==> src/rtl/m3i_pkg.sv <==
`timescale 1ns / 1ps
`default_nettype none
package m3i_pkg;

	localparam int ENTRY_WIDTH = 16;
	localparam int FRAC_BITS   = 8;
	localparam int OUT_FRAC    = 16;
	localparam int OUT_W       = 32;
	localparam int N_ENTRY     = 9;

	// exact widths of the intermediate terms
	localparam int PROD_W  = 2 * ENTRY_WIDTH;
	localparam int COF_W   = PROD_W + 1;
	localparam int TERM_W  = ENTRY_WIDTH + COF_W;
	localparam int DET_W   = TERM_W + 1;
	localparam int DMAG_W  = DET_W - 1;
	localparam int CMAG_W  = COF_W - 1;

	// scaled numerator |C| * 2^(FRAC_BITS+OUT_FRAC), split at bit OUT_W
	localparam int SHIFT_N = FRAC_BITS + OUT_FRAC;
	localparam int NUM_W   = CMAG_W + SHIFT_N;
	localparam int NHI_W   = NUM_W - OUT_W;
	localparam int REM_W   = DMAG_W + 1;
	localparam int DIV_STEPS = OUT_W;

	localparam int IN_DATA_W  = ((N_ENTRY * ENTRY_WIDTH + 7) / 8) * 8;
	localparam int OUT_DATA_W = N_ENTRY * OUT_W;
	localparam int OUT_USER_W = 2;

	localparam int FQ_DEPTH = 4;
	localparam int FQ_PTR_W = $clog2(FQ_DEPTH);

	typedef logic signed [ENTRY_WIDTH-1:0] entry_t;
	typedef logic signed [COF_W-1:0]       cof_t;
	typedef logic signed [DET_W-1:0]       det_t;

	// work handed from the front to the back
	typedef struct packed {
		cof_t [N_ENTRY-1:0] cof;
		det_t               det;
	} fq_item_t;

endpackage
`default_nettype wire

==> src/rtl/m3i_queue.sv <==
`timescale 1ns / 1ps
`default_nettype none
module m3i_queue (
	input  wire logic              clk,
	input  wire logic              arst_n,
	input  wire logic              wr_valid,
	output logic                   wr_ready,
	input  wire m3i_pkg::fq_item_t wr_item,
	output logic                   rd_valid,
	input  wire logic              rd_ready,
	output m3i_pkg::fq_item_t      rd_item
);
	import m3i_pkg::*;

	fq_item_t            mem [FQ_DEPTH];
	logic [FQ_PTR_W-1:0] wr_ptr_q;
	logic [FQ_PTR_W-1:0] rd_ptr_q;
	logic [FQ_PTR_W:0]   cnt_q;
	logic                push;
	logic                pop;

	assign wr_ready = cnt_q != (FQ_PTR_W+1)'(FQ_DEPTH);
	assign rd_valid = cnt_q != '0;
	assign push     = wr_valid && wr_ready;
	assign pop      = rd_valid && rd_ready;
	assign rd_item  = mem[rd_ptr_q];

	// store item
	always_ff @(posedge clk) begin
		if (push) mem[wr_ptr_q] <= wr_item;
	end

	// move pointers and fill count
	always_ff @(posedge clk or negedge arst_n) begin
		if (!arst_n) begin
			wr_ptr_q <= '0;
			rd_ptr_q <= '0;
			cnt_q    <= '0;
		end else begin
			if (push) wr_ptr_q <= wr_ptr_q + 1'b1;
			if (pop)  rd_ptr_q <= rd_ptr_q + 1'b1;
			if (push && !pop)      cnt_q <= cnt_q + 1'b1;
			else if (pop && !push) cnt_q <= cnt_q - 1'b1;
		end
	end

endmodule
`default_nettype wire

==> config.mk <==
export PLATFORM = sky130hd
export DESIGN_NAME = m3i_queue
export DESIGN_NICKNAME = d
export VERILOG_FILES = /design/src/rtl/m3i_pkg.sv /design/src/rtl/m3i_queue.sv
export SDC_FILE = /design/constraint.sdc
export NUM_CORES = 1
export LEC_CHECK = 0
export ABC_AREA = 1
export ABC_CLOCK_PERIOD_IN_PS = 16980
export BUFFER_PORTS_ARGS = -buffer_cell sky130_fd_sc_hd__buf_2
export CAP_MARGIN = 20
export CORE_MARGIN = 3
export CORE_UTILIZATION = 52
export DETAILED_ROUTE_END_ITERATION = 7
export GPL_ROUTABILITY_DRIVEN = 0
export PLACE_DENSITY = 0.73
export SLEW_MARGIN = 20
export SYNTH_ARGS = -nofsm -noshare
export SYNTH_HDL_FRONTEND = slang
export SYNTH_SLANG_ARGS = --single-unit
==> constraint.sdc <==
create_clock -name clk -period 16.98 [get_ports clk]
set_input_delay 0 -clock clk [delete_from_list [all_inputs] [get_ports clk]]
set_output_delay 0 -clock clk [all_outputs]
set_load 0.05 [all_outputs]
## Yosys cells after proc, flatten, opt, wreduce, memory -nomap -nowiden

Memory sizes are Yosys's and may differ from the RTL's.
Cells that the tools add are included.

| storage, ports and cells | value |
|---|---|
| register bits after elaboration | 7 |
| bits in writable memories | 1388 |
| bits of input ports | 351 |
| output and inout bits | 349 |
| word-level logic and storage cells | 21 |
| memories | 1 |

Memory list:

| name | depth | width | rd ports | clocked after memory_dff | write ports | line | RTL |
|---|---|---|---|---|---|---|---|
| mem | 4 | 347 | 1 | 0 | 1 | m3i_queue.sv:15 | `fq_item_t mem [FQ_DEPTH];` |

| cells by class | value |
|---|---|
| $add $sub $neg | 4 |
| equality and inequality tests | 1 |
| multiplexer cells | 4 |
| reductions and logical operators | 8 |

Operators with widths:

| cell | number |
|---|---|
| 2-to-1 mux 3 bit | 2 |
| adder 2 x 1 -> 2 bit, second input constant | 2 |
| logical AND 1 bit | 4 |
| adder 3 x 1 -> 3 bit, second input constant | 1 |
| inequality test 3 bit, second input constant | 1 |
| nonzero test 3 bit | 1 |
| subtractor 3 x 1 -> 3 bit, second input constant | 1 |
| logical NOT 1 bit | 2 |
| 2-to-1 mux 1 bit | 2 |
| nonzero test 2 bit | 1 |

## Logic depth before layout (Yosys ltp)

Gate-level depths: netlist of run 1.

| logic depth | value |
|---|---|
| depth after elaboration | 6 |
| depth in mapped cells | 12 |
| gate-level depth less buffers | 12 |

## Least setup slack after synthesis of run 1

No wires, ideal clock.

| timing path | value |
|---|---|
| kind | flip-flop to flip-flop |
| from | reg cnt_q[0] |
| to | mem mem[0][0] in the netlist's numbering, enable pin |
| setup time | 1.065 ns |
| arrival | 15.610 ns |
| path slack | 0.305 ns |
| cell stages (with the launch flop) | 5 |
| period minus slack after synthesis | 16.675 ns |
| cells stage by stage | dfrtp_1 > inv_1 > nand3_1 > nand2_1 > nor2_1 |

| on the way | value |
|---|---|
| cells in the longest elaborated chain, start to end | 4 |

Ends and longest elaborated chain:

| element | line | RTL |
|---|---|---|
| from (decl) | m3i_queue.sv:18 | `logic [FQ_PTR_W:0] cnt_q;` |
| from (signal assigned) | m3i_queue.sv:42 | `if (push && !pop) cnt_q <= cnt_q + 1'b1;` |
| from (signal assigned) | m3i_queue.sv:43 | `else if (pop && !push) cnt_q <= cnt_q - 1'b1;` |
| inequality test 3 bit | m3i_queue.sv:22 | `assign wr_ready = cnt_q != (FQ_PTR_W+1)'(FQ_DEPTH);` |
| net wr_ready | m3i_queue.sv:7 | `output logic wr_ready,` |
| logical AND 1 bit | m3i_queue.sv:24 | `assign push = wr_valid && wr_ready;` |
| 2-to-1 mux 1 bit | m3i_queue.sv:30 | `if (push) mem[wr_ptr_q] <= wr_item;` |
| 2-to-1 mux 1 bit (implied by the code) | m3i_queue.sv:30 |  |
| to (decl) | m3i_queue.sv:15 |  |

The timed path passes the listed nets, and every way through them passes these cells.

==> flow_summary_export.csv, run 1 <==
group,metric,value,unit
run_status,status,"completed",
clock_tree,cts_buffers,143,
yosys,synth_area_leaders,"edfxtp_1 75%, o211ai_1 8.6%, nand2_1 7.1%",
route,vias_per_cell,5.24,
sta,min_period,5720,ps
yosys,synth_fp_nets,4465,
global_routing,grt_max_degree,163,
sta,tightestPinTransition,1180,ps
place,hpwlAfterDp,72.1,mm
clock_tree,clkSinkCount,1395,
clock_tree,cts.htree.levels,4,
sta,fin_crit_sh,0.337,
yosys,avgSynthCellArea,13.5,µm²
critical_path,criticalPathCategory,"reg2out",
yosys,ys_ff_latch,1395,
floorplan,std_cell_rows,119,
sta,max-slew-margin-rel,0.215,
yosys,synthFlopType,"edfxtp_1",
critical_path,cp.arrival,5720,ps
power_and_ir_drop,power_density,194,mW/mm²
yosys,ys.warnings.count,0,
floorplan,start_util,0.526,
yosys,synth_commonest_cells,"1388 x edfxtp_1, 1058 x nand2_1, 708 x inv_1",
floorplan,dieArea,0.111,mm²
layout,finalNetCount,5694,
sta,setup-violations-final,0,
clock_tree,cts_buffer_depth,3,
place,placed_area,0.0598,mm²
route,final_antenna_net_count,0,
min_path,min_from,"wr_item[133]",
route,drtIter0Drc,2789,
power_and_ir_drop,ir_worst_vdd,0.173,mV
global_routing,first_global_vias,36200,
yosys,netlist_area,0.0556,mm²
yosys,synth_edf_count,1388,
floorplan,io_pins,700,
clock_tree,clock_latency,740,ps
place,port_buffers,699,
clock_tree,cts.clk_slew.worst_paths,60,ps
yosys,synth_cells,4108,
route,drt_wl_total,133,mm
layout,fin_util,0.662,
sta,fin_tns_setup,0,ps
clock_tree,cts-root-buf,"clkbuf_16",
route,dr.pass1.iters,8,
critical_path,critical_path.startpoint_type,"flip-flop",
yosys,async_flop_share,0.00502,
global_routing,grt_use_total,0.236,
route,post_drt_wl_per_cell,19.4,µm
global_routing,antenna_found_initial,16,
global_routing,grt_first_pass_wirelength,204,mm
sta,rsz0062_at_grt,"false",
route,remaining_drc_errors,0,
run,max-cap-violations,0,
layout,post-route-cell-area,0.0700,mm²
critical_path,cp-end-kind,"output pin",
layout,drive_above_1_share,0.181,
min_path,holdCritPathClass,"in2reg",
sta,max_freq,175,MHz
sta,clock_skew,32.6,ps
sta,hold_viol,0,
yosys,synth.largest_area_cell,"edfxtp_1",
floorplan,core-area,0.106,mm²
critical_path,critPathRequiredTime,16980,ps
sta,slew_violations,0,
route,vias,35900,
global_routing,grt_overflow_total,0,
floorplan,dieHeight,333,µm
clock_tree,cts_tree,"built",
yosys,synth_most_common_cell,"edfxtp_1",
critical_path,r2r-start,"cnt_q[0]$_DFFE_PN0P_",
yosys,synth_cell_types,18,
floorplan,die_w,333,µm
power_and_ir_drop,leakage,28.1,nW
critical_path,critical_path.startpoint,"rd_ptr_q[0]$_DFFE_PN0P_",
layout,syn2layout_area_growth,25.8,%
critical_path,crit_fanout,162,
yosys,seq_area_frac_synth,0.753,
yosys,yosys.area.top_type_share,0.749,
worst max-delay path: stages, from the launching register on:
cell and delay (ps):
dfrtp_1 450, inv_8 570, buf_4 910, buf_4 520
buf_16 310, buf_4 570, buf_4 820, nand2_1 200
o211ai_2 140, nand2_1 120, buf_2 230
final timing paths:
| path | endpoint | slack [ps] | depth (start not counted) |
|---|---|---|---|
| min in group asynchronous | rd_ptr_q[0]$_DFFE_PN0P_ | 330 | 3 |
| min reg2reg | cnt_q[0]$_DFFE_PN0P_ | 550 | 1 |
| max reg2reg | mem[2][131]$_DFFE_PP_ | 12170 | 7 |
| max | rd_item[170] | 11260 | 10 |
| max in group asynchronous | rd_ptr_q[1]$_DFFE_PN0P_ | 16340 | 3 |
| min | mem[0][133]$_DFFE_PP_ | 50 | 2 |
final cells by class:
cell class	instances	area, µm²
Antenna cell	18	45.0
Timing Repair Buffer	1315	9680
Fill cell	6881	35700
Clock inverter	68	499
Tap cell	1391	1740
Clock buffer	183	3830
Inverter	710	2680
Sequential cell	1395	41900
Multi-Input combinational cell	1772	9660
through the flow:
stage	std cells	hold slack (ps)	setup WS (ps)	power (W)
after floorplan	4108	-296	305	0.00957
after global placement	6003	-156	12010	0.0104
after detailed placement	6003	-147	11820	0.0105
after CTS	6831	0.169	10960	0.0135
after global routing	6845	13.1	10750	0.0142
final	6852	52.2	11260	0.0136
kinds of logic (layout without fill, tap and decap cells):
logic type / after synthesis / count (layout) / share of synthesized area
DFF: 1395 / 1395 / 0.753
and+or+nand+nor: 1070 / 1070 / 0.0724
adders and majority gates: 6 / 6 / 0.00148
AOI/OAI and AO/OA: 695 / 695 / 0.0992
other: 0 / 18 / 0
buffers and inverters: 941 / 2276 / 0.0743
xor gates and xnor gates: 1 / 1 / 0.000157
per-layer routing:
metal | global-route usage | vias up | part of all wire
met4 | 0.121 | 6 | 0.051
met1 | 0.273 | 17400 | 0.37
met3 | 0.0548 | 328 | 0.070
li1 | - | 16900 | -
met2 | 0.411 | 1260 | 0.51
met5 | 0 | - | 0.00033
placed cells by master, fill, tap and decap left out, types with 2 or more instances in the layout:
master / count
buf_6: 3
inv_6: 4
diode_2: 18
edfxtp_1: 1388
clkinv_16: 2
nand3_1: 7
nor2_4: 4
inv_1: 708
buf_2: 699
clkinv_2: 19
o211ai_2: 60
clkbuf_16: 148
clkbuf_1: 35
inv_8: 3
clkinv_8: 2
buf_12: 6
dfrtp_1: 6
o211ai_1: 634
buf_4: 28
nand2_1: 1058
clkinv_1: 34
inv_16: 2
ha_1: 5
bufinv_16: 3
dlygate4sd3_1: 578
state kept, by name, summed over array words and instances, names as in the netlist:
name	count
mem	1388
wr_ptr_q	2
rd_ptr_q	2
cnt_q	3
where the power goes:
group	internal (W)	total, W	switching (W)
sequential	0.00453	0.00472	0.000185
clock	0.00165	0.00292	0.00127
combinational	0.00125	0.00592	0.00467
timing repair:
action                                 4_1_cts  5_1_grt
hold buffers                               577        1
gates resized for setup                      0        0
endpoints found under the hold margin     1402        4
buffers inserted                             0        0
Power figures use the tool's default switching activity.
==> run 2, diff against run 1 <==
--- a/config.mk
+++ b/config.mk
@@ -6,7 +6,7 @@
 export NUM_CORES = 1
 export LEC_CHECK = 0
 export ABC_AREA = 1
-export ABC_CLOCK_PERIOD_IN_PS = 16980
+export ABC_CLOCK_PERIOD_IN_PS = 5040
 export BUFFER_PORTS_ARGS = -buffer_cell sky130_fd_sc_hd__buf_2
 export CAP_MARGIN = 20
 export CORE_MARGIN = 3
==> constraint.sdc (replaced) <==
create_clock -name clk -period 5.04 [get_ports clk]
set_input_delay 0 -clock clk [delete_from_list [all_inputs] [get_ports clk]]
set_output_delay 0 -clock clk [all_outputs]
set_load 0.05 [all_outputs]
==> flow_summary_export.csv, run 2 (synthesis results as in run 1) <==
group,metric,value,unit
run_status,status,"completed",
power_and_ir_drop,leakage,28.4,nW
layout,largest_reg_flops,1388,
clock_tree,cts_tree,"built",
floorplan,io_pins,700,
power_and_ir_drop,seq_power_share,0.340,
floorplan,std_cell_rows,119,
global_routing,grt_overflow_total,0,
clock_tree,cts_setup_buffers,0,
global_routing,grt_max_degree,174,
power_and_ir_drop,p_int,0.0257,W
sta,tightestPinTransition,1250,ps
sta,clock_skew,31.3,ps
clock_tree,clock_latency,740,ps
run,max-cap-violations,0,
global_routing,grt_first_pass_wirelength,209,mm
sta,timing.hold.ws,30.0,ps
sta,fin_crit_sh,0.728,
route,drt_wl_total,136,mm
global_routing,antenna_found_initial,24,
critical_path,critPathRequiredTime,5040,ps
layout,n_fill_cell,6854,
route,drtIter0Drc,2730,
power_and_ir_drop,power_density,660,mW/mm²
sta,max_freq,273,MHz
route,final_antenna_net_count,0,
power_and_ir_drop,switching_share,0.448,
critical_path,critical_path.startpoint_type,"flip-flop",
floorplan,dieArea,0.111,mm²
floorplan,start_util,0.526,
sta,setup-violations-final,0,
floorplan,die_w,333,µm
power_and_ir_drop,pwr-share-comb,0.436,
sta,slew_violations,0,
power_and_ir_drop,power_switching,0.0209,W
clock_tree,cts.clk_slew.worst_paths,60,ps
clock_tree,cts_buffers,143,
sta,fin_tns_setup,0,ps
layout,multi_input_area,0.00969,mm²
place,hpwlAfterDp,74.0,mm
sta,hold_viol,0,
route,remaining_drc_errors,0,
sta,min_period,3670,ps
layout,top_regs,"mem (1388), cnt_q (3)",
clock_tree,cts_buffer_depth,3,
min_path,holdCritPathClass,"in2reg",
clock_tree,cts-root-buf,"clkbuf_16",
critical_path,cp_num_cells,5,
critical_path,crit_slowest_cell,"dfrtp_4",
sta,max-slew-margin-rel,0.166,
place,port_buffers,699,
critical_path,cp-end-kind,"output pin",
floorplan,core-area,0.106,mm²
route,dr.pass1.iters,7,
sta,rsz0062_at_grt,"false",
clock_tree,postCtsHoldBufs,582,
floorplan,dieHeight,333,µm
layout,final_cell_mix,"1388 x edfxtp_1, 1057 x nand2_1, 706 x inv_1",
critical_path,cp_cell_sequence,"inv_8 > buf_4 > o211ai_1 > nand2_1 > buf_2",
layout,syn2layout_area_growth,27.0,%
min_path,worstHoldPathCells,2,
critical_path,slowest_delay,790,ps
critical_path,cp.arrival,3670,ps
layout,layout_commonest_cell,"edfxtp_1",
critical_path,cp_num_buf_inv,3,
power_and_ir_drop,ir_worst_vdd,0.624,mV
critical_path,r2r_cells,6,
layout,seqCellArea,0.0419,mm²
layout,drive_above_1_share,0.187,
layout,fin_util,0.668,
critical_path,criticalPathCategory,"reg2out",
layout,finalNetCount,5713,
route,vias_per_cell,5.29,
clock_tree,cts.htree.levels,4,
global_routing,first_global_vias,36700,
route,vias,36400,
critical_path,cpLargestDelayFamily,"buffers and inverters",
clock_tree,ctsResizeCount,0,
power_and_ir_drop,clkPwrFrac,0.224,
global_routing,grt_use_total,0.242,
layout,top_register,"mem",
route,post_drt_wl_per_cell,19.8,µm
clock_tree,clkSinkCount,1395,
critical_path,crit_fanout,136,
run 2: metrics by stage:
step           power [W]  cell area [µm²]  std cells  setup slack (ps)
2_1_floorplan     0.0313            55700       4108             -1300
3_3_place_gp      0.0354            60100       6018              2220
3_5_place_dp      0.0357            60100       6018              2190
4_1_cts           0.0465            70500       6851              1340
5_1_grt           0.0485            70600       6873              1210
6_report          0.0466            70600       6882              1370
run 2: area by class of cell:
cell class / count / share of cell area
Multi-Input combinational cell: 1772 / 0.137
Clock inverter: 85 / 0.0121
Timing Repair Buffer: 1334 / 0.141
Sequential cell: 1395 / 0.593
Tap cell: 1391 / 0.0246
Antenna cell: 29 / 0.00103
Clock buffer: 166 / 0.0528
Inverter: 710 / 0.0380
run 2: metal layers:
metal  vias up  GRT usage  part of all wire
met5         -          0           0.00020
met4         4      0.121             0.049
met3       363     0.0518             0.070
met2      1439      0.431              0.52
met1     17600      0.278              0.36
li1      16900          -                 -
run 2: power by group through the flow:
stage | clock network (W) | registers [W] | logic [W]
2_1_floorplan | 0 | 0.0162 | 0.0150
3_3_place_gp | 0 | 0.0159 | 0.0195
3_5_place_dp | 0 | 0.0160 | 0.0197
4_1_cts | 0.0106 | 0.0158 | 0.0201
5_1_grt | 0.0111 | 0.0160 | 0.0215
6_report | 0.0104 | 0.0158 | 0.0203
run 2: path summary, 6_finish.rpt:
check                                   startpoint                       to  slack (ps)
setup / recovery           rd_ptr_q[1]$_DFFE_PN0P_              rd_item[33]        1370
hold / removal                         wr_item[76]     mem[0][76]$_DFFE_PP_          30
setup reg to reg           wr_ptr_q[1]$_DFFE_PN0P_    mem[1][237]$_DFFE_PP_        2580
hold reg to reg            wr_ptr_q[0]$_DFFE_PN0P_  wr_ptr_q[0]$_DFFE_PN0P_         540
max in group asynchronous                   arst_n  rd_ptr_q[1]$_DFFE_PN0P_        4440
min in group asynchronous                   arst_n  rd_ptr_q[1]$_DFFE_PN0P_         310
